<file path="src/rtl/core/sifa_pkg.sv">
// Package for the string interning find-or-add block.
// Holds pool and query sizes, derived widths, the token type and the FIFO depth.
// No dependencies.
`timescale 1ns / 1ps

package sifa_pkg;

	localparam int POOL_BYTES = 1024;
	localparam int MAX_LEN    = 64;

	localparam int LEN_BITS   = 16;
	localparam int OFF_BITS   = 10;

	localparam int AW  = $clog2(POOL_BYTES);
	localparam int FW  = $clog2(POOL_BYTES + 2);
	localparam int LW  = $clog2(MAX_LEN + 1);
	localparam int QIW = (MAX_LEN > 1) ? $clog2(MAX_LEN) : 1;
	localparam int XW  = ((FW > LEN_BITS) ? FW : LEN_BITS) + 1;

	localparam int FIFO_DEPTH = 4;
	localparam int FP         = $clog2(FIFO_DEPTH);

	localparam int FREE_RESET = 4;
	localparam int HDR_BYTES  = 2;

	typedef struct packed {
		logic [7:0] byte_value;
		logic       has_byte;
		logic       end_of_string;
		logic       overlong;
	} tok_t;

endpackage

</file>
<file path="src/rtl/core/sifa_if.sv">
// Channel interfaces of the string interning block: query items in, results out.
// Depends on nothing; each carries valid, ready and the payload.
`timescale 1ns / 1ps

interface sifa_in_if;
	logic       valid;
	logic       ready;
	logic [7:0] byte_value;
	logic       has_byte;
	logic       end_of_string;

	modport source(output valid, byte_value, has_byte, end_of_string, input ready);
	modport sink(input valid, byte_value, has_byte, end_of_string, output ready);
endinterface


</file>
<file path="src/rtl/core/sifa_front.sv">
// Front end: accepts query items, counts length, drops bytes past the limit.
// Depends on sifa_pkg and sifa_in_if; pushes tokens to the queue.
`timescale 1ns / 1ps

module sifa_front (
	input  logic           clk,
	input  logic           arst_n,
	sifa_in_if.sink        req,
	output logic           push,
	output sifa_pkg::tok_t push_tok,
	input  logic           full
);

	logic [sifa_pkg::LW-1:0] len_q;
	logic                    long_q;
	logic                    xfer;
	logic                    keep;

	assign req.ready = !full;
	assign xfer      = req.valid && req.ready;
	assign keep      = req.has_byte && (len_q < sifa_pkg::LW'(sifa_pkg::MAX_LEN));
	assign push      = xfer && (keep || req.end_of_string);

	assign push_tok.byte_value    = req.byte_value;
	assign push_tok.has_byte      = keep;
	assign push_tok.end_of_string = req.end_of_string;
	assign push_tok.overlong      = long_q || (req.has_byte && !keep);

	always_ff @(posedge clk or negedge arst_n) begin
		if (!arst_n) begin
			len_q  <= '0;
			long_q <= 1'b0;
		end else if (xfer) begin
			if (req.end_of_string) begin
				len_q  <= '0;
				long_q <= 1'b0;
			end else begin
				if (keep)
					len_q <= len_q + sifa_pkg::LW'(1);
				if (req.has_byte && !keep)
					long_q <= 1'b1;
			end
		end
	end

endmodule

</file>
<file path="src/flat_wrapper.sv">
// flat-port wrapper written by rule: the top's interface ports become plain ports
module sifa_front_flat 
  (clk, arst_n, push, push_tok, full, req_valid, req_byte_value, req_has_byte, req_end_of_string, req_ready);
  sifa_in_if req_i ();
  input  logic clk;
  input  logic arst_n;
  output logic push;
  output sifa_pkg::tok_t push_tok;
  input  logic full;
  input wire logic [$bits(req_i.valid)-1:0] req_valid;
  input wire logic [$bits(req_i.byte_value)-1:0] req_byte_value;
  input wire logic [$bits(req_i.has_byte)-1:0] req_has_byte;
  input wire logic [$bits(req_i.end_of_string)-1:0] req_end_of_string;
  output wire logic [$bits(req_i.ready)-1:0] req_ready;
  assign req_i.valid = req_valid;
  assign req_i.byte_value = req_byte_value;
  assign req_i.has_byte = req_has_byte;
  assign req_i.end_of_string = req_end_of_string;
  assign req_ready = req_i.ready;
  sifa_front u_core (.clk(clk), .arst_n(arst_n), .req(req_i), .push(push), .push_tok(push_tok), .full(full));
endmodule
</file>
<file path="config.mk">
export PLATFORM = sky130hd
export DESIGN_NAME = sifa_front_flat
export DESIGN_NICKNAME = d
export VERILOG_FILES = /design/src/rtl/core/sifa_pkg.sv /design/src/rtl/core/sifa_if.sv /design/src/rtl/core/sifa_front.sv /design/src/flat_wrapper.sv
export SDC_FILE = /design/constraint.sdc
export NUM_CORES = 1
export LEC_CHECK = 0
export BUFFER_PORTS_ARGS = -buffer_cell sky130_fd_sc_hd__buf_2
export CAP_MARGIN = 20
export CORE_MARGIN = 8
export CORE_UTILIZATION = 37
export DETAILED_ROUTE_END_ITERATION = 8
export PLACE_DENSITY = 0.71
export SLEW_MARGIN = 20
export SYNTH_ARGS = -nofsm -noshare
export SYNTH_HDL_FRONTEND = slang
export SYNTH_SLANG_ARGS = --single-unit
</file>
<file path="constraint.sdc">
create_clock -name clk -period 1.4 [get_ports clk]
set_input_delay 0.28 -clock clk [delete_from_list [all_inputs] [get_ports clk]]
set_output_delay 0.28 -clock clk [all_outputs]
set_load 0.1 [all_outputs]
</file>
==> impl_results.md <==
* Fill cell count at 117
* Slowest stage delay, CP at 0.37 ns
* Clock Sink Count at 8
* RSZ-0062 raised after global routing: true
* Peak VDD IR at 0.5769 mV
* Hold/Removal Path Class: input port to asynchronous set/reset pin
* Post-Synthesis Cells at 55
* Synth Warn # at 0
* IO Pins at 27
* Worst EP required at about 1.1 ns
* Critical path's slowest cell: dfrtp_1
* Synth cell count leaders: buf_4 (10), dfrtp_1 (8), o21ai_0 (5)
* CTS clk-pin slew, worst paths at 0.06 ns
* Final antenna diode count at 0
* Dominant cell by count in the synthesized netlist: buf_4
* Dominant cell type by area after synthesis: dfrtp_1
* Die Y-Extent at roughly 52 um
* CTS buffer count at 3
* Vias in the first global route at 406
* Layout area overhead at 38.42%
* Leak at 0.3055 nW
* # port buffers at 10
* Core area at 1269 um^2
* Syn avg cell area at 8.940 um^2
* CP startpoint kind: flip-flop
* Initial antenna violation count at 0
* Vias/cell at ~5.0
* Max H-tree Level at 1
* MaxCap Viol Count at 0
* Final #Nets at 80
* Post-Route WL at 1115 um
* Latest clock arrival within the worst-skew pair at roughly 0.27 ns
* Post-layout worst setup margin at -0.1490 ns
* Final setup violation count at 4
* Worst Clk Skew at 0.003727 ns
* Synthesized flop and latch total at 8
* Vias after detailed routing at 387
* Max_slew headroom at between 70 and 80%
* Worst slew pin tran at 0.3070 ns
* Placed Instance Area at a little under 600 um^2
* Area share of the largest cell type after synthesis at 40.71%
* Period utilisation layout at 110.6%
* Failing checks: negative setup slack
* HPWL after DPL at 839.9 um
* Pre-antenna DRT Iters at 1
* Synthesized Nets at 70
* Highest clock rate at ~650 MHz
* Worst Path Max Fanout at 2
* CTS tree: built
* Worst EP arrival at 1.27 ns
* EDFF count, synth at 0
* Synth top area cells: dfrtp_1 (41%), buf_4 (15%), o21ai_0 (5.1%)
* Total gr overflow at 0
* Largest net degree at the start of global routing at 9
* Crit path kind: flip-flop to output pin
* First-pass GRT wire length at 1814 um
* Pins over their slew limit at 0
* Crit-path cells: nand4bb_1 -> buf_4 -> nand2_4 -> buf_12
* Sequential fraction of the synthesis area at a little over 40%
* Initial Util at 38.76%
* Worst setup EP type: output pin
* Cell Count, Final, Fillers Out at 78
* Row Count at 13
* Top_reg_cell synth: dfrtp_1
* Netlist Area Pre-Place at 491.7 um^2
* Layout Utilization at 53.65%
* Power density over cell area at 909.7 nW/um^2
* Antenna viol nets, final at 0
* Min cycle time layout at ~1.5 ns
* Tot Pwr at 0.0006192 W
* Placed cell count at 72
* Multi-input logic area at 247.7 um^2
* Post-synth cell types at 24
* Placer Congestion at 0.8257
* Detailed-route DRC error count at 0
* Full die area at 2752 um^2
* Async SR Flop Fraction at 100.0%
* Final instance area at slightly below 700 um^2
* WL per Instance at 14.29 um
* Final Hold Fails at 0
* Status: complete, but fails checks
* Initial drt markers at 0
* Clock root buffer: clkbuf_4
* Total track usage at under 10%
* Layout cells sized above 1 at ~44%
* Clock buffer depth at 2
* Die extent in x at 52.46 um
* FF+latch area at 200.2 um^2
stage by stage:
| stage | TNS, ns | setup slack, ns | hold slack (ns) |
|---|---|---|---|
| 3_5_place_dp | 0 | 0.03100 | 0.1318 |
| 4_1_cts | -0.1872 | -0.1276 | 0.3856 |
| 3_3_place_gp | 0 | 0.05757 | 0.1322 |
| 5_1_grt | -0.3807 | -0.1752 | 0.4075 |
| 6_report | -0.2279 | -0.1490 | 0.3769 |
| 2_1_floorplan | 0 | 0.09086 | -0.01559 |
kinds of logic (layout without fill, tap and decap cells):
group                      Yosys count  in the layout  share of synthesized area, %
and+or+nand+nor                     19             19                         22.65
adders and majority gates            1              1                         2.544
xor gates and xnor gates             1              1                         1.781
buffers and inverters               14             22                         18.57
AOI/OAI and AO/OA                   12             12                         13.74
DFF                                  8              8                         40.71
worst max-delay path: cells and delay by family, from the launching register on:
family                 cells  cell delay (ns)
buffers and inverters      2             0.35
and+or+nand+nor            2             0.28
DFF                        1             0.37
worst paths after layout:
| check | cells past startpoint | to | slack [ns] | from |
|---|---|---|---|---|
| max | 4 | push | -0.15 | u_core.len_q[6]$_DFFE_PN0P_ |
| min | 2 | u_core.len_q[5]$_DFFE_PN0P_ | 0.38 | arst_n |
| max reg2reg | 5 | u_core.len_q[3]$_DFFE_PN0P_ | -0.02 | u_core.len_q[6]$_DFFE_PN0P_ |
| min reg2reg | 2 | u_core.long_q$_DFFE_PN0P_ | 0.56 | u_core.long_q$_DFFE_PN0P_ |
| max in group asynchronous | 2 | u_core.len_q[1]$_DFFE_PN0P_ | 0.86 | arst_n |
| min in group clk | 3 | u_core.len_q[1]$_DFFE_PN0P_ | 0.38 | req_end_of_string |
cell usage in the layout (no fill, tap or decap), types with 2 or more instances in the layout:
cell | Yosys | layout
buf_12 | 0 | 5
or3_1 | 3 | 2
nor2_1 | 2 | 2
inv_1 | 2 | 2
buf_4 | 10 | 5
clkbuf_4 | 0 | 3
o21ai_0 | 5 | 5
dfrtp_1 | 8 | 8
a21oi_2 | 0 | 3
buf_2 | 1 | 5
nand3_1 | 4 | 4
registers in the layout (all words and copies together) (netlist names):
| name | cells |
|---|---|
| u_core.len_q | 7 |
| u_core.long_q | 1 |
layer usage:
layer  global-route usage (%)  wire (um)  part of all wire (%)  vias up
met4                    6.034         21                   1.9        0
met2                    12.85        566                    51        9
met1                    10.47        472                    42      182
li1                         -          -                     -      194
met3                    3.409         54                   4.8        2
met5                        0          0                     0        -
repair_timing:
action	4_1_cts	5_1_grt
gates resized for setup	4	6
endpoints found under the setup margin	3	7
buffers inserted	2	0
pin swaps	5	3
hold buffers	1	0
cloned	0	0
endpoints found under the hold margin	8	0
area by class of cell:
class | instances | area share, %
Timing Repair Buffer | 17 | 27.02
Inverter | 2 | 1.103
Clock buffer | 3 | 3.309
Tap cell | 15 | 2.757
Multi-Input combinational cell | 33 | 36.40
Sequential cell | 8 | 29.41
power breakdown:
| group | leakage (nW) | internal (W) | total [W] | switching, W |
|---|---|---|---|---|
| combinational | 0.182 | 0.0000652 | 0.000162 | 0.0000966 |
| sequential | 0.110 | 0.000248 | 0.000264 | 0.0000159 |
| clock | 0.0138 | 0.0000992 | 0.000193 | 0.0000939 |
No activity file was read; power rests on OpenSTA's default activity.
