**config.mk**
```make
export PLATFORM = sky130hd
export DESIGN_NAME = sifa_fifo
export DESIGN_NICKNAME = d
export VERILOG_FILES = /design/src/rtl/core/sifa_pkg.sv /design/src/rtl/core/sifa_fifo.sv
export SDC_FILE = /design/constraint.sdc
export NUM_CORES = 1
export LEC_CHECK = 0
export CORE_MARGIN = 2
export CORE_UTILIZATION = 60
export CTS_CLUSTER_DIAMETER = 40
export CTS_CLUSTER_SIZE = 28
export DETAILED_ROUTE_END_ITERATION = 7
export DONT_BUFFER_PORTS = 1
export PLACE_DENSITY = 0.76
export SLEW_MARGIN = 20
export SYNTH_ARGS = -nofsm -noshare
export SYNTH_HDL_FRONTEND = slang
export SYNTH_SLANG_ARGS = --single-unit
```
**constraint.sdc**
```tcl
create_clock -name clk -period 2.7 [get_ports clk]
set_input_delay 0.135 -clock clk [delete_from_list [all_inputs] [get_ports clk]]
set_output_delay 0.135 -clock clk [all_outputs]
set_load 0.005 [all_outputs]
```
**src/rtl/core/sifa_pkg.sv**
```systemverilog
// Package for the string interning find-or-add block.
// Holds pool and query sizes, derived widths, the token type and the FIFO depth.
// No dependencies.
`timescale 1ns / 1ps

package sifa_pkg;

	localparam int POOL_BYTES = 1024;
	localparam int MAX_LEN    = 64;

	localparam int LEN_BITS   = 16;
	localparam int OFF_BITS   = 10;

	localparam int AW  = $clog2(POOL_BYTES);
	localparam int FW  = $clog2(POOL_BYTES + 2);
	localparam int LW  = $clog2(MAX_LEN + 1);
	localparam int QIW = (MAX_LEN > 1) ? $clog2(MAX_LEN) : 1;
	localparam int XW  = ((FW > LEN_BITS) ? FW : LEN_BITS) + 1;

	localparam int FIFO_DEPTH = 4;
	localparam int FP         = $clog2(FIFO_DEPTH);

	localparam int FREE_RESET = 4;
	localparam int HDR_BYTES  = 2;

	typedef struct packed {
		logic [7:0] byte_value;
		logic       has_byte;
		logic       end_of_string;
		logic       overlong;
	} tok_t;

endpackage

```
**src/rtl/core/sifa_fifo.sv**
```systemverilog
// Short token queue between front and back end.
// Depends on sifa_pkg for the token type and depth.
`timescale 1ns / 1ps

module sifa_fifo (
	input  logic           clk,
	input  logic           arst_n,
	input  logic           push,
	input  sifa_pkg::tok_t push_tok,
	output logic           full,
	output logic           head_valid,
	output sifa_pkg::tok_t head_tok,
	input  logic           pop
);

	sifa_pkg::tok_t          slot_q [sifa_pkg::FIFO_DEPTH];
	logic [sifa_pkg::FP-1:0] wr_q;
	logic [sifa_pkg::FP-1:0] rd_q;
	logic [sifa_pkg::FP:0]   cnt_q;
	logic                    do_push;
	logic                    do_pop;

	assign full       = (cnt_q == (sifa_pkg::FP + 1)'(sifa_pkg::FIFO_DEPTH));
	assign head_valid = (cnt_q != '0);
	assign head_tok   = slot_q[rd_q];
	assign do_push    = push && !full;
	assign do_pop     = pop && head_valid;

	always_ff @(posedge clk) begin
		if (do_push)
			slot_q[wr_q] <= push_tok;
	end

	always_ff @(posedge clk or negedge arst_n) begin
		if (!arst_n) begin
			wr_q  <= '0;
			rd_q  <= '0;
			cnt_q <= '0;
		end else begin
			if (do_push)
				wr_q <= wr_q + sifa_pkg::FP'(1);
			if (do_pop)
				rd_q <= rd_q + sifa_pkg::FP'(1);
			if (do_push && !do_pop)
				cnt_q <= cnt_q + (sifa_pkg::FP + 1)'(1);
			else if (do_pop && !do_push)
				cnt_q <= cnt_q - (sifa_pkg::FP + 1)'(1);
		end
	end

endmodule

```
==> results of run 1 <==
cells in the final DEF (no fill, tap or decap), drive strengths merged:
master       synthesis  layout
clkinv               0       1
nand3                1       1
edfxtp              44      44
fa                   1       1
inv                  3       3
xor2                 2       2
clkinvlp             0       2
nor2                 1       1
clkbuf               0       5
mux4                11      11
mux2                 2       2
dfrtp                7       7
or3                  1       1
nor2b                1       1
ha                   5       5
and2                 4       4
dlygate4sd3          0      13
nand2                1       1
xnor2                4       4
nor3b                1       1
layout make-up:
class | instances | area, sq um | share of cell area [%]
clock inverter | 3 | 20.02 | 0.8806
clock buffer | 5 | 37.54 | 1.651
multi-input combinational | 35 | 520.5 | 22.89
timing repair buffer | 13 | 130.1 | 5.724
sequential | 51 | 1496 | 65.82
inverter | 3 | 11.26 | 0.4953
tap | 46 | 57.56 | 2.532
flip-flops by register name, indices dropped and copies added, names as in the netlist:
name and flops:
cnt_q 3, rd_q 2, slot_q 44, wr_q 2
kinds of logic after synthesis:
| group | Yosys count | share of synthesized area, % |
|---|---|---|
| xor+xnor | 6 | 2.556 |
| fa+ha+maj | 6 | 4.017 |
| mux | 13 | 14.79 |
| simple gates | 10 | 3.956 |
| buf+inv | 6 | 1.886 |
| flops | 51 | 72.79 |
power by group through the flow:
| stage | registers [uW] | clock network, uW | logic, uW |
|---|---|---|---|
| 2_1_floorplan | 1150 | 0 | 530 |
| 3_3_place_gp | 1230 | 0 | 529 |
| 3_5_place_dp | 1240 | 0 | 552 |
| 4_1_cts | 1220 | 330 | 576 |
| 5_1_grt | 1250 | 360 | 617 |
| 6_report | 1220 | 320 | 561 |
path summary, 6_finish.rpt:
check | end | slack (ps) | cells after the start | from
setup / recovery | cnt_q[2]$_DFFE_PN0P_ | 570 | 8 | cnt_q[1]$_DFFE_PN0P_
hold / removal | wr_q[0]$_DFFE_PN0P_ | 110 | 1 | arst_n
setup reg to reg | cnt_q[2]$_DFFE_PN0P_ | 570 | 8 | cnt_q[1]$_DFFE_PN0P_
hold reg to reg | cnt_q[2]$_DFFE_PN0P_ | 510 | 1 | cnt_q[2]$_DFFE_PN0P_
max in group asynchronous | rd_q[1]$_DFFE_PN0P_ | 2350 | 1 | arst_n
min in group clk | wr_q[0]$_DFFE_PN0P_ | 130 | 2 | push
Yosys cell counts (all sizes together):
cell     n  area (sq um)
buf      3         27.52
nand2    1         3.750
or3      1         11.26
xnor2    4         35.03
ha       5         62.56
nor2     1         3.750
mux2     2         26.27
nand3    1         5.000
fa       1         20.02
nor2b    1         8.760
inv      3         11.26
nor3b    1         18.77
dfrtp    7         175.2
xor2     2         17.52
and2     4         30.03
mux4    11         277.8
edfxtp  44          1321
metrics by stage:
stage | setup WS [ps] | utilization (%) | hold slack [ps] | total power [uW]
final | 571.1 | 68.67 | 105.8 | 2099
after global routing | 427.4 | 68.67 | 96.31 | 2223
after CTS | 547.8 | 68.67 | 95.14 | 2130
after detailed placement | 584.4 | 63.00 | -160.4 | 1796
after global placement | 679.2 | 63.00 | -160.4 | 1756
after floorplan | 718.3 | - | -160.6 | 1678
routing by layer:
metal | global-route usage [%] | share of wire [%] | vias to the layer above | wire (um)
li1 | - | - | 397 | -
met1 | 19.12 | 42 | 436 | 1156
met2 | 27.15 | 54 | 15 | 1494
met3 | 5.405 | 3.2 | 2 | 88
met4 | 5.000 | 0.87 | 0 | 24
met5 | 0 | 0 | - | 0
timing repair:
action | 4_1_cts | 5_1_grt
gates resized for setup | 0 | 0
endpoints found under the hold margin | 53 | 0
hold buffers | 13 | 0
==> flow_metrics.py, run 1 <==
metrics = {
    "outcome": {
        "status": "complete, no violations",
    },
    "grt": {
        "grt_pass1_wl_um": 4464,
        "grt.overflow.total": 0,
        "grt_pass1_vias": 899,
        "grt_util_all_layers_pct": 15.86,
        "grt_max_degree": 17,
        "antenna_found_initial": 0,
    },
    "floorplan": {
        "core_area_sq_mm": 0.003311,
        "fp.dieW_um": 62.54,
        "top_level_ports": 28,
        "dieArea_sq_mm": 0.003911,
        "die_h_um": 62.54,
        "start_util_pct": 62.09,
        "rows": 21,
    },
    "drt": {
        "ant_nets": 0,
        "firstDrtPassIters": 4,
        "viasPerCell": 5.449,
        "wl_per_cell_um": 17.72,
        "wl_um": 2764,
        "num_vias": 850,
        "post-route-drc-count": 0,
        "drtIter0Drc": 31,
    },
    "worst_setup_path": {
        "worstSetupEndpointType": "flop",
        "cpMostUsedCell": "xor2_1",
        "slowest_delay_ps": 460,
        "worst_path_max_delay_cell": "dfrtp_1",
        "crit_required_ps": 2980,
        "crit_arrival_ps": 2400,
        "worstSetupPathType": "reg -> reg",
        "cp_max_fo": 4,
        "cp_cell_sequence": "or3_4 -> nand2_1 -> ha_1 -> inv_1 -> fa_1 -> xor2_1 -> nor2_1 -> xor2_1",
        "crit_family": "simple AND/OR/NAND/NOR gates",
        "crit_path_start_kind": "flop",
        "critPathBufInv": 1,
    },
    "pwr": {
        "power_frac_clock_pct": 15.3,
        "pwr-share-seq_pct": 58.0,
        "power_frac_comb_pct": 26.7,
        "switching_share_pct": 29.81,
        "p_int_uw": 1473,
        "power_leakage_uw": 0.0007929,
        "netSwitchingPower_uw": 625.7,
        "p_per_area_mw_per_mm2": 923.3,
        "vdd_drop_max_mv": 0.6075,
    },
    "final_layout": {
        "syn2layout_area_growth_pct": 10.59,
        "fillers": 230,
        "final_cells": 156,
        "drive_gt1_share_pct": 18.18,
        "fin_nets": 130,
        "final_area_sq_mm": 0.002273,
        "diodes": 0,
    },
    "placed_design": {
        "dp.cells": 135,
        "dp_hpwl_um": 1842,
        "placed_area_sq_mm": 0.002086,
        "port_buffers": 0,
        "place_congestion": 0.7179,
    },
    "run": {
        "max-cap-violations": 0,
    },
    "sta": {
        "drv_slew": 0,
        "fin_crit_sh_pct": 78.85,
        "hold_viol_final": 0,
        "grt_setup_unrepaired": "no",
        "relSlewSlack_pct": 53.33,
        "fin_setup_tns_ps": 0,
        "setup_viol": 0,
        "fin_crit_ps": 2129,
        "max_freq_mhz": 469.7,
        "fin_worst_skew_ps": 11.81,
        "worst_slew_pin_slew_ps": 700.1,
    },
    "synth": {
        "syn-instance-count": 92,
        "yosys_warnings": 0,
        "syn_area_sq_mm": 0.002056,
        "ys_ff_latch": 51,
        "syn_nets": 113,
        "ys_types": 20,
        "yosysSeqAreaShare_pct": 72.79,
        "syn_avg_cell_area_sq_um": 22.34,
    },
    "clock_tree": {
        "cts_buffers": 5,
        "cts_root_buf": "clkbuf_4",
        "cts.sinks": 51,
        "cts_tree": "yes",
        "clkTransAtPathRegs_ps": 130,
        "h-tree-depth": 2,
        "clockBufferDepth": 2,
        "clock_latency_ps": 350,
        "cts_setup_buffers": 0,
    },
    "hold_path": {
        "hold_class": "in -> async",
    },
}
No activity file was read; power rests on OpenSTA's default activity.
==> run 2, diff against run 1 <==
ABC_AREA = 1   (was default)
clock period = 2.1 ns   (was 2.7 ns; I/O delays follow)
==> flow_metrics.py, run 2 <==
metrics = {
    "pwr": {
        "power_leakage_uw": 0.001067,
        "finalPower_uw": 3217,
        "p_per_area_mw_per_mm2": 1282,
        "vdd_drop_max_mv": 0.7592,
    },
    "clock_tree": {
        "cts.sinks": 51,
        "h-tree-depth": 2,
        "cts_buffers": 5,
        "cts_tree": "yes",
        "clkTransAtPathRegs_ps": 80,
        "cts_setup_buffers": 0,
        "clock_latency_ps": 300,
        "clockBufferDepth": 2,
        "cts_root_buf": "clkbuf_8",
    },
    "grt": {
        "grt_pass1_vias": 1318,
        "grt_max_degree": 47,
        "grt_pass1_wl_um": 5961,
        "grt.overflow.total": 0,
        "antenna_found_initial": 0,
        "grt_util_all_layers_pct": 19.50,
    },
    "synth": {
        "ys.flop_type": "edfxtp_1",
        "synth_area_leaders": "edfxtp_1, nand2_1, dfrtp_1",
        "synth.most_common_cell": "nand2_1",
        "syn-instance-count": 188,
        "synthArstFlopShare_pct": 13.73,
        "post-synth-top-area-cell": "edfxtp_1",
        "yosysSeqAreaShare_pct": 67.92,
        "synthTopCellsByCount": "nand2_1, edfxtp_1, inv_1, o211ai_1",
        "synth_edf_count": 44,
        "syn_area_sq_mm": 0.002203,
        "synth_top_area_share_pct": 59.97,
        "yosys_warnings": 0,
        "ys_ff_latch": 51,
        "syn_nets": 209,
        "ys_types": 15,
        "syn_avg_cell_area_sq_um": 11.72,
    },
    "drt": {
        "drtIter0Drc": 64,
        "wl_per_cell_um": 14.67,
        "ant_nets": 0,
        "num_vias": 1354,
        "viasPerCell": 5.268,
        "post-route-drc-count": 0,
        "wl_um": 3771,
        "firstDrtPassIters": 4,
    },
    "final_layout": {
        "fillers": 251,
        "fin_nets": 229,
        "syn2layout_area_growth_pct": 13.91,
        "layout_common_cells": "nand2_1, edfxtp_1, inv_1, o211ai_1, dlygate4sd3_1",
        "utilization_pct": 69.60,
        "regMostFlops": "slot_q",
        "largest_reg_flops": 44,
        "drive_gt1_share_pct": 7.177,
        "largestRegisters": "slot_q: 44 flops, cnt_q: 3 flops",
        "diodes": 0,
        "final_common_cell": "nand2_1",
    },
    "placed_design": {
        "port_buffers": 0,
        "dp_hpwl_um": 2434,
        "place_congestion": 0.8541,
    },
    "sta": {
        "relSlewSlack_pct": 55.47,
        "fin_crit_sh_pct": 91.02,
        "fin_crit_ps": 1911,
        "hold_viol_final": 0,
        "drv_slew": 0,
        "grt_setup_unrepaired": "no",
        "setup_viol": 0,
        "worst_slew_pin_slew_ps": 667.0,
        "worst_hold_slack_ps": 35.69,
        "fin_worst_skew_ps": 9.451,
        "max_freq_mhz": 523.2,
        "fin_setup_tns_ps": 0,
    },
    "worst_setup_path": {
        "worstSetupPathType": "reg -> reg",
        "cp-endpoint": "cnt_q[2]$_DFFE_PN0P_",
        "cp_max_fo": 4,
        "r2r_end": "cnt_q[2]$_DFFE_PN0P_",
        "cp-startpoint": "cnt_q[0]$_DFFE_PN0P_",
        "reg2regPathDepth": 10,
        "crit_path_start_kind": "flop",
        "crit_arrival_ps": 2100,
        "worstSetupEndpointType": "flop",
        "crit_required_ps": 2290,
        "r2r_start": "cnt_q[0]$_DFFE_PN0P_",
        "r2r_setup_slack_ps": 190,
    },
    "outcome": {
        "status": "complete, no violations",
    },
    "floorplan": {
        "rows": 22,
        "die_h_um": 64.60,
        "dieArea_sq_mm": 0.004173,
        "fp.dieW_um": 64.60,
        "top_level_ports": 28,
        "core_area_sq_mm": 0.003606,
        "start_util_pct": 61.10,
    },
    "hold_path": {
        "hold_class": "in -> reg",
    },
    "run": {
        "max-cap-violations": 0,
    },
}
-- run 2: power breakdown --
group | internal, uW | leakage [uW] | switching [uW]
clock | 392 | 0.0000618 | 306
combinational | 349 | 0.000517 | 721
sequential | 1350 | 0.000488 | 97.0
total | 2090 | 0.00107 | 1120
-- run 2: final cells by class --
type / count / area, sq um / area share (%)
Clock inverter: 2 / 38.79 / 1.545
Inverter: 38 / 142.6 / 5.683
Clock buffer: 6 / 82.58 / 3.290
Timing Repair Buffer: 19 / 177.7 / 7.079
Sequential cell: 51 / 1496 / 59.62
Tap cell: 48 / 60.06 / 2.393
Multi-Input combinational cell: 93 / 511.7 / 20.39
-- run 2: worst max-delay path, cell delays in order, from the launching register on --
cell and delay [ps]:
dfrtp_1 430, inv_1 100, nand3_1 180, nand2_1 170
ha_1 180, inv_1 70, fa_1 390, nand2_1 100
nand3_1 80, nand2_1 60, nand2_1 40
-- run 2: what timing repair did --
action                                  CTS  global route
endpoints found under the setup margin    0             1
hold buffers                             14             0
endpoints found under the hold margin    55             0
resized for setup                         0             1
-- run 2: stage by stage --
step,setup slack (ps),cell area (sq um),std cells
2_1_floorplan,363.2,2203,188
3_3_place_gp,290.7,2246,235
3_5_place_dp,178.4,2246,235
4_1_cts,159.9,2507,257
5_1_grt,17.29,2510,257
6_report,188.6,2510,257
-- run 2: metal layers --
layer | global-route usage [%] | vias to the layer above | part of all wire (%)
li1 | - | 663 | -
met1 | 22.36 | 652 | 39
met2 | 35.81 | 33 | 54
met3 | 5.729 | 6 | 5.3
met4 | 4.787 | 0 | 1.3
met5 | 0 | - | 0
-- run 2: kinds of logic after synthesis --
group	Yosys count	synth area share, %
XOR/XNOR	1	0.3976
buffers and inverters	44	8.972
AO/OA/AOI/OAI	23	7.723
AND/OR/NAND/NOR	63	11.24
flip-flops	51	67.92
adder cells (fa/ha/maj)	6	3.748
-- run 2: worst min-delay path by stage --
stage,from,to,slack [ps],cells past startpoint
after global routing,pop,rd_q[0]$_DFFE_PN0P_,60,3
after detailed placement,arst_n,rd_q[0]$_DFFE_PN0P_,-190,0
after global placement,arst_n,rd_q[0]$_DFFE_PN0P_,-190,0
after floorplan,arst_n,cnt_q[0]$_DFFE_PN0P_,-190,0
after CTS,pop,rd_q[0]$_DFFE_PN0P_,20,3
final,pop,rd_q[0]$_DFFE_PN0P_,40,3
==> run 3, diff against run 2 <==
ABC_AREA = default   (was 1)
CORE_UTILIZATION = 61   (was 60)
PLACE_DENSITY = 0.77   (was 0.76)
==> flow_metrics.py, run 3 (synthesis results as in run 1) <==
metrics = {
    "placed_design": {
        "pre_cts_slack_ps": 29.13,
        "port_buffers": 0,
        "placed_area_sq_mm": 0.002108,
        "dp_hpwl_um": 1884,
        "place_congestion": 0.7863,
    },
    "final_layout": {
        "regMostFlops": "slot_q",
        "largest_reg_flops": 44,
        "diodes": 0,
        "largestRegisters": "slot_q: 44 flops, cnt_q: 3 flops",
        "layout_common_cells": "edfxtp_1, dlygate4sd3_1, mux4_1, buf_4, dfrtp_1",
        "final_area_sq_mm": 0.002361,
        "syn2layout_area_growth_pct": 14.85,
        "final_common_cell": "edfxtp_1",
        "fin_nets": 138,
        "drive_gt1_share_pct": 25.42,
    },
    "sta": {
        "fin_setup_tns_ps": 0,
        "setup_ws_ps": 123.1,
        "max_freq_mhz": 505.9,
        "worst_slew_pin_slew_ps": 504.4,
        "setup_viol": 0,
        "grt_setup_unrepaired": "no",
        "fin_worst_skew_ps": 10.79,
        "drv_slew": 0,
        "fin_crit_ps": 1977,
        "worst_hold_slack_ps": 63.31,
        "hold_viol_final": 0,
        "fin_crit_sh_pct": 94.14,
        "relSlewSlack_pct": 66.37,
    },
    "floorplan": {
        "start_util_pct": 62.59,
        "top_level_ports": 28,
        "dieArea_sq_mm": 0.003850,
        "die_h_um": 62.05,
        "core_area_sq_mm": 0.003284,
        "rows": 21,
        "fp.dieW_um": 62.05,
    },
    "drt": {
        "drtIter0Drc": 37,
        "wl_per_cell_um": 18.26,
        "ant_nets": 0,
        "post-route-drc-count": 0,
        "num_vias": 925,
        "firstDrtPassIters": 4,
        "viasPerCell": 5.640,
        "wl_um": 2995,
    },
    "grt": {
        "grt_pass1_wl_um": 4409,
        "grt_pass1_vias": 897,
        "antenna_found_initial": 0,
        "grt_max_degree": 17,
        "grt_util_all_layers_pct": 16.90,
        "grt.overflow.total": 0,
    },
    "pwr": {
        "switching_share_pct": 29.97,
        "power_frac_comb_pct": 32.3,
        "p_per_area_mw_per_mm2": 1207,
        "pwr-share-seq_pct": 53.2,
        "vdd_drop_max_mv": 0.7154,
        "power_frac_clock_pct": 14.5,
        "power_leakage_uw": 0.0008392,
        "netSwitchingPower_uw": 854.4,
        "p_int_uw": 1996,
    },
    "clock_tree": {
        "clkTransAtPathRegs_ps": 130,
        "cts.sinks": 51,
        "cts_root_buf": "clkbuf_4",
        "clockBufferDepth": 2,
        "cts_buffers": 5,
        "clock_latency_ps": 350,
        "cts_tree": "yes",
        "h-tree-depth": 2,
    },
    "worst_setup_path": {
        "reg2regPathDepth": 7,
        "cp_max_fo": 4,
        "crit_arrival_ps": 2220,
        "crit_path_start_kind": "flop",
        "worstSetupPathType": "reg -> reg",
        "crit_required_ps": 2350,
        "worstSetupEndpointType": "flop",
    },
    "outcome": {
        "status": "complete, no violations",
    },
    "hold_path": {
        "hold_class": "in -> async",
    },
    "run": {
        "max-cap-violations": 0,
    },
}
==> run 3: changes by cell type in the layout (fill, tap and decap cells not counted), sizes merged, moves of 3 or more <==
cell / previous run / this run
nand2: 51 / 1
inv: 39 / 3
o211ai: 22 / 0
mux4: 0 / 11
nand3: 7 / 1
and2: 0 / 4
buf: 5 / 8
nor2: 4 / 1
xnor2: 1 / 4
==> run 3: worst max-delay path: stages (launching register included) <==
cell     delay [ps]
dfrtp_1         450
buf_4           160
nor3b_4         250
nor2b_4          80
ha_4            170
inv_1            80
fa_2            430
mux2_2          270
==> run 3: routing by layer <==
layer / global-route usage [%] / up-vias / routed length [um]
met5: 0 / - / 0
met4: 4.255 / 0 / 13
met3: 5.590 / 2 / 133
met2: 27.98 / 27 / 1604
met1: 21.77 / 476 / 1244
li1: - / 420 / -
==> run 3: power by group through the flow <==
stage          logic (uW)  clock network (uW)  registers, uW
6_report              922                 413           1520
3_3_place_gp          777                   0           1540
5_1_grt              1010                 460           1550
2_1_floorplan         682                   0           1480
3_5_place_dp          798                   0           1560
4_1_cts               845                 421           1530
==> run 3: what timing repair did <==
| item | CTS | global route |
|---|---|---|
| pin swaps | 0 | 4 |
| endpoints found under the setup margin | 1 | 1 |
| hold buffers | 13 | 0 |
| hold endpoints to repair | 53 | 0 |
| cloned | 0 | 0 |
| resized for setup | 3 | 3 |
| setup buffers | 0 | 5 |
==> run 3: path summary, 6_finish.rpt <==
path / from / to / slack [ps]
max: cnt_q[1]$_DFFE_PN0P_ / cnt_q[1]$_DFFE_PN0P_ / 120
min: arst_n / cnt_q[0]$_DFFE_PN0P_ / 60
max reg2reg: cnt_q[1]$_DFFE_PN0P_ / cnt_q[1]$_DFFE_PN0P_ / 120
min reg2reg: wr_q[1]$_DFFE_PN0P_ / wr_q[1]$_DFFE_PN0P_ / 610
max in group asynchronous: arst_n / rd_q[1]$_DFFE_PN0P_ / 1790
min in group clk: push / cnt_q[0]$_DFFE_PN0P_ / 160
==> run 3: area by class of cell <==
class	count	area, sq um
multi-input cells	35	548.0
well taps	46	57.56
clock inverters	3	20.02
inverters	3	11.26
clock buffers	5	37.54
flip-flops and latches	51	1496
fillers	198	923.4
repair buffers	21	190.2
==> run 3: stage by stage <==
step,util [%],instances,power [uW]
5_1_grt,71.89,164,3022
3_3_place_gp,64.19,138,2316
6_report,71.89,164,2851
4_1_cts,70.21,159,2799
2_1_floorplan,-,92,2157
3_5_place_dp,64.19,138,2355
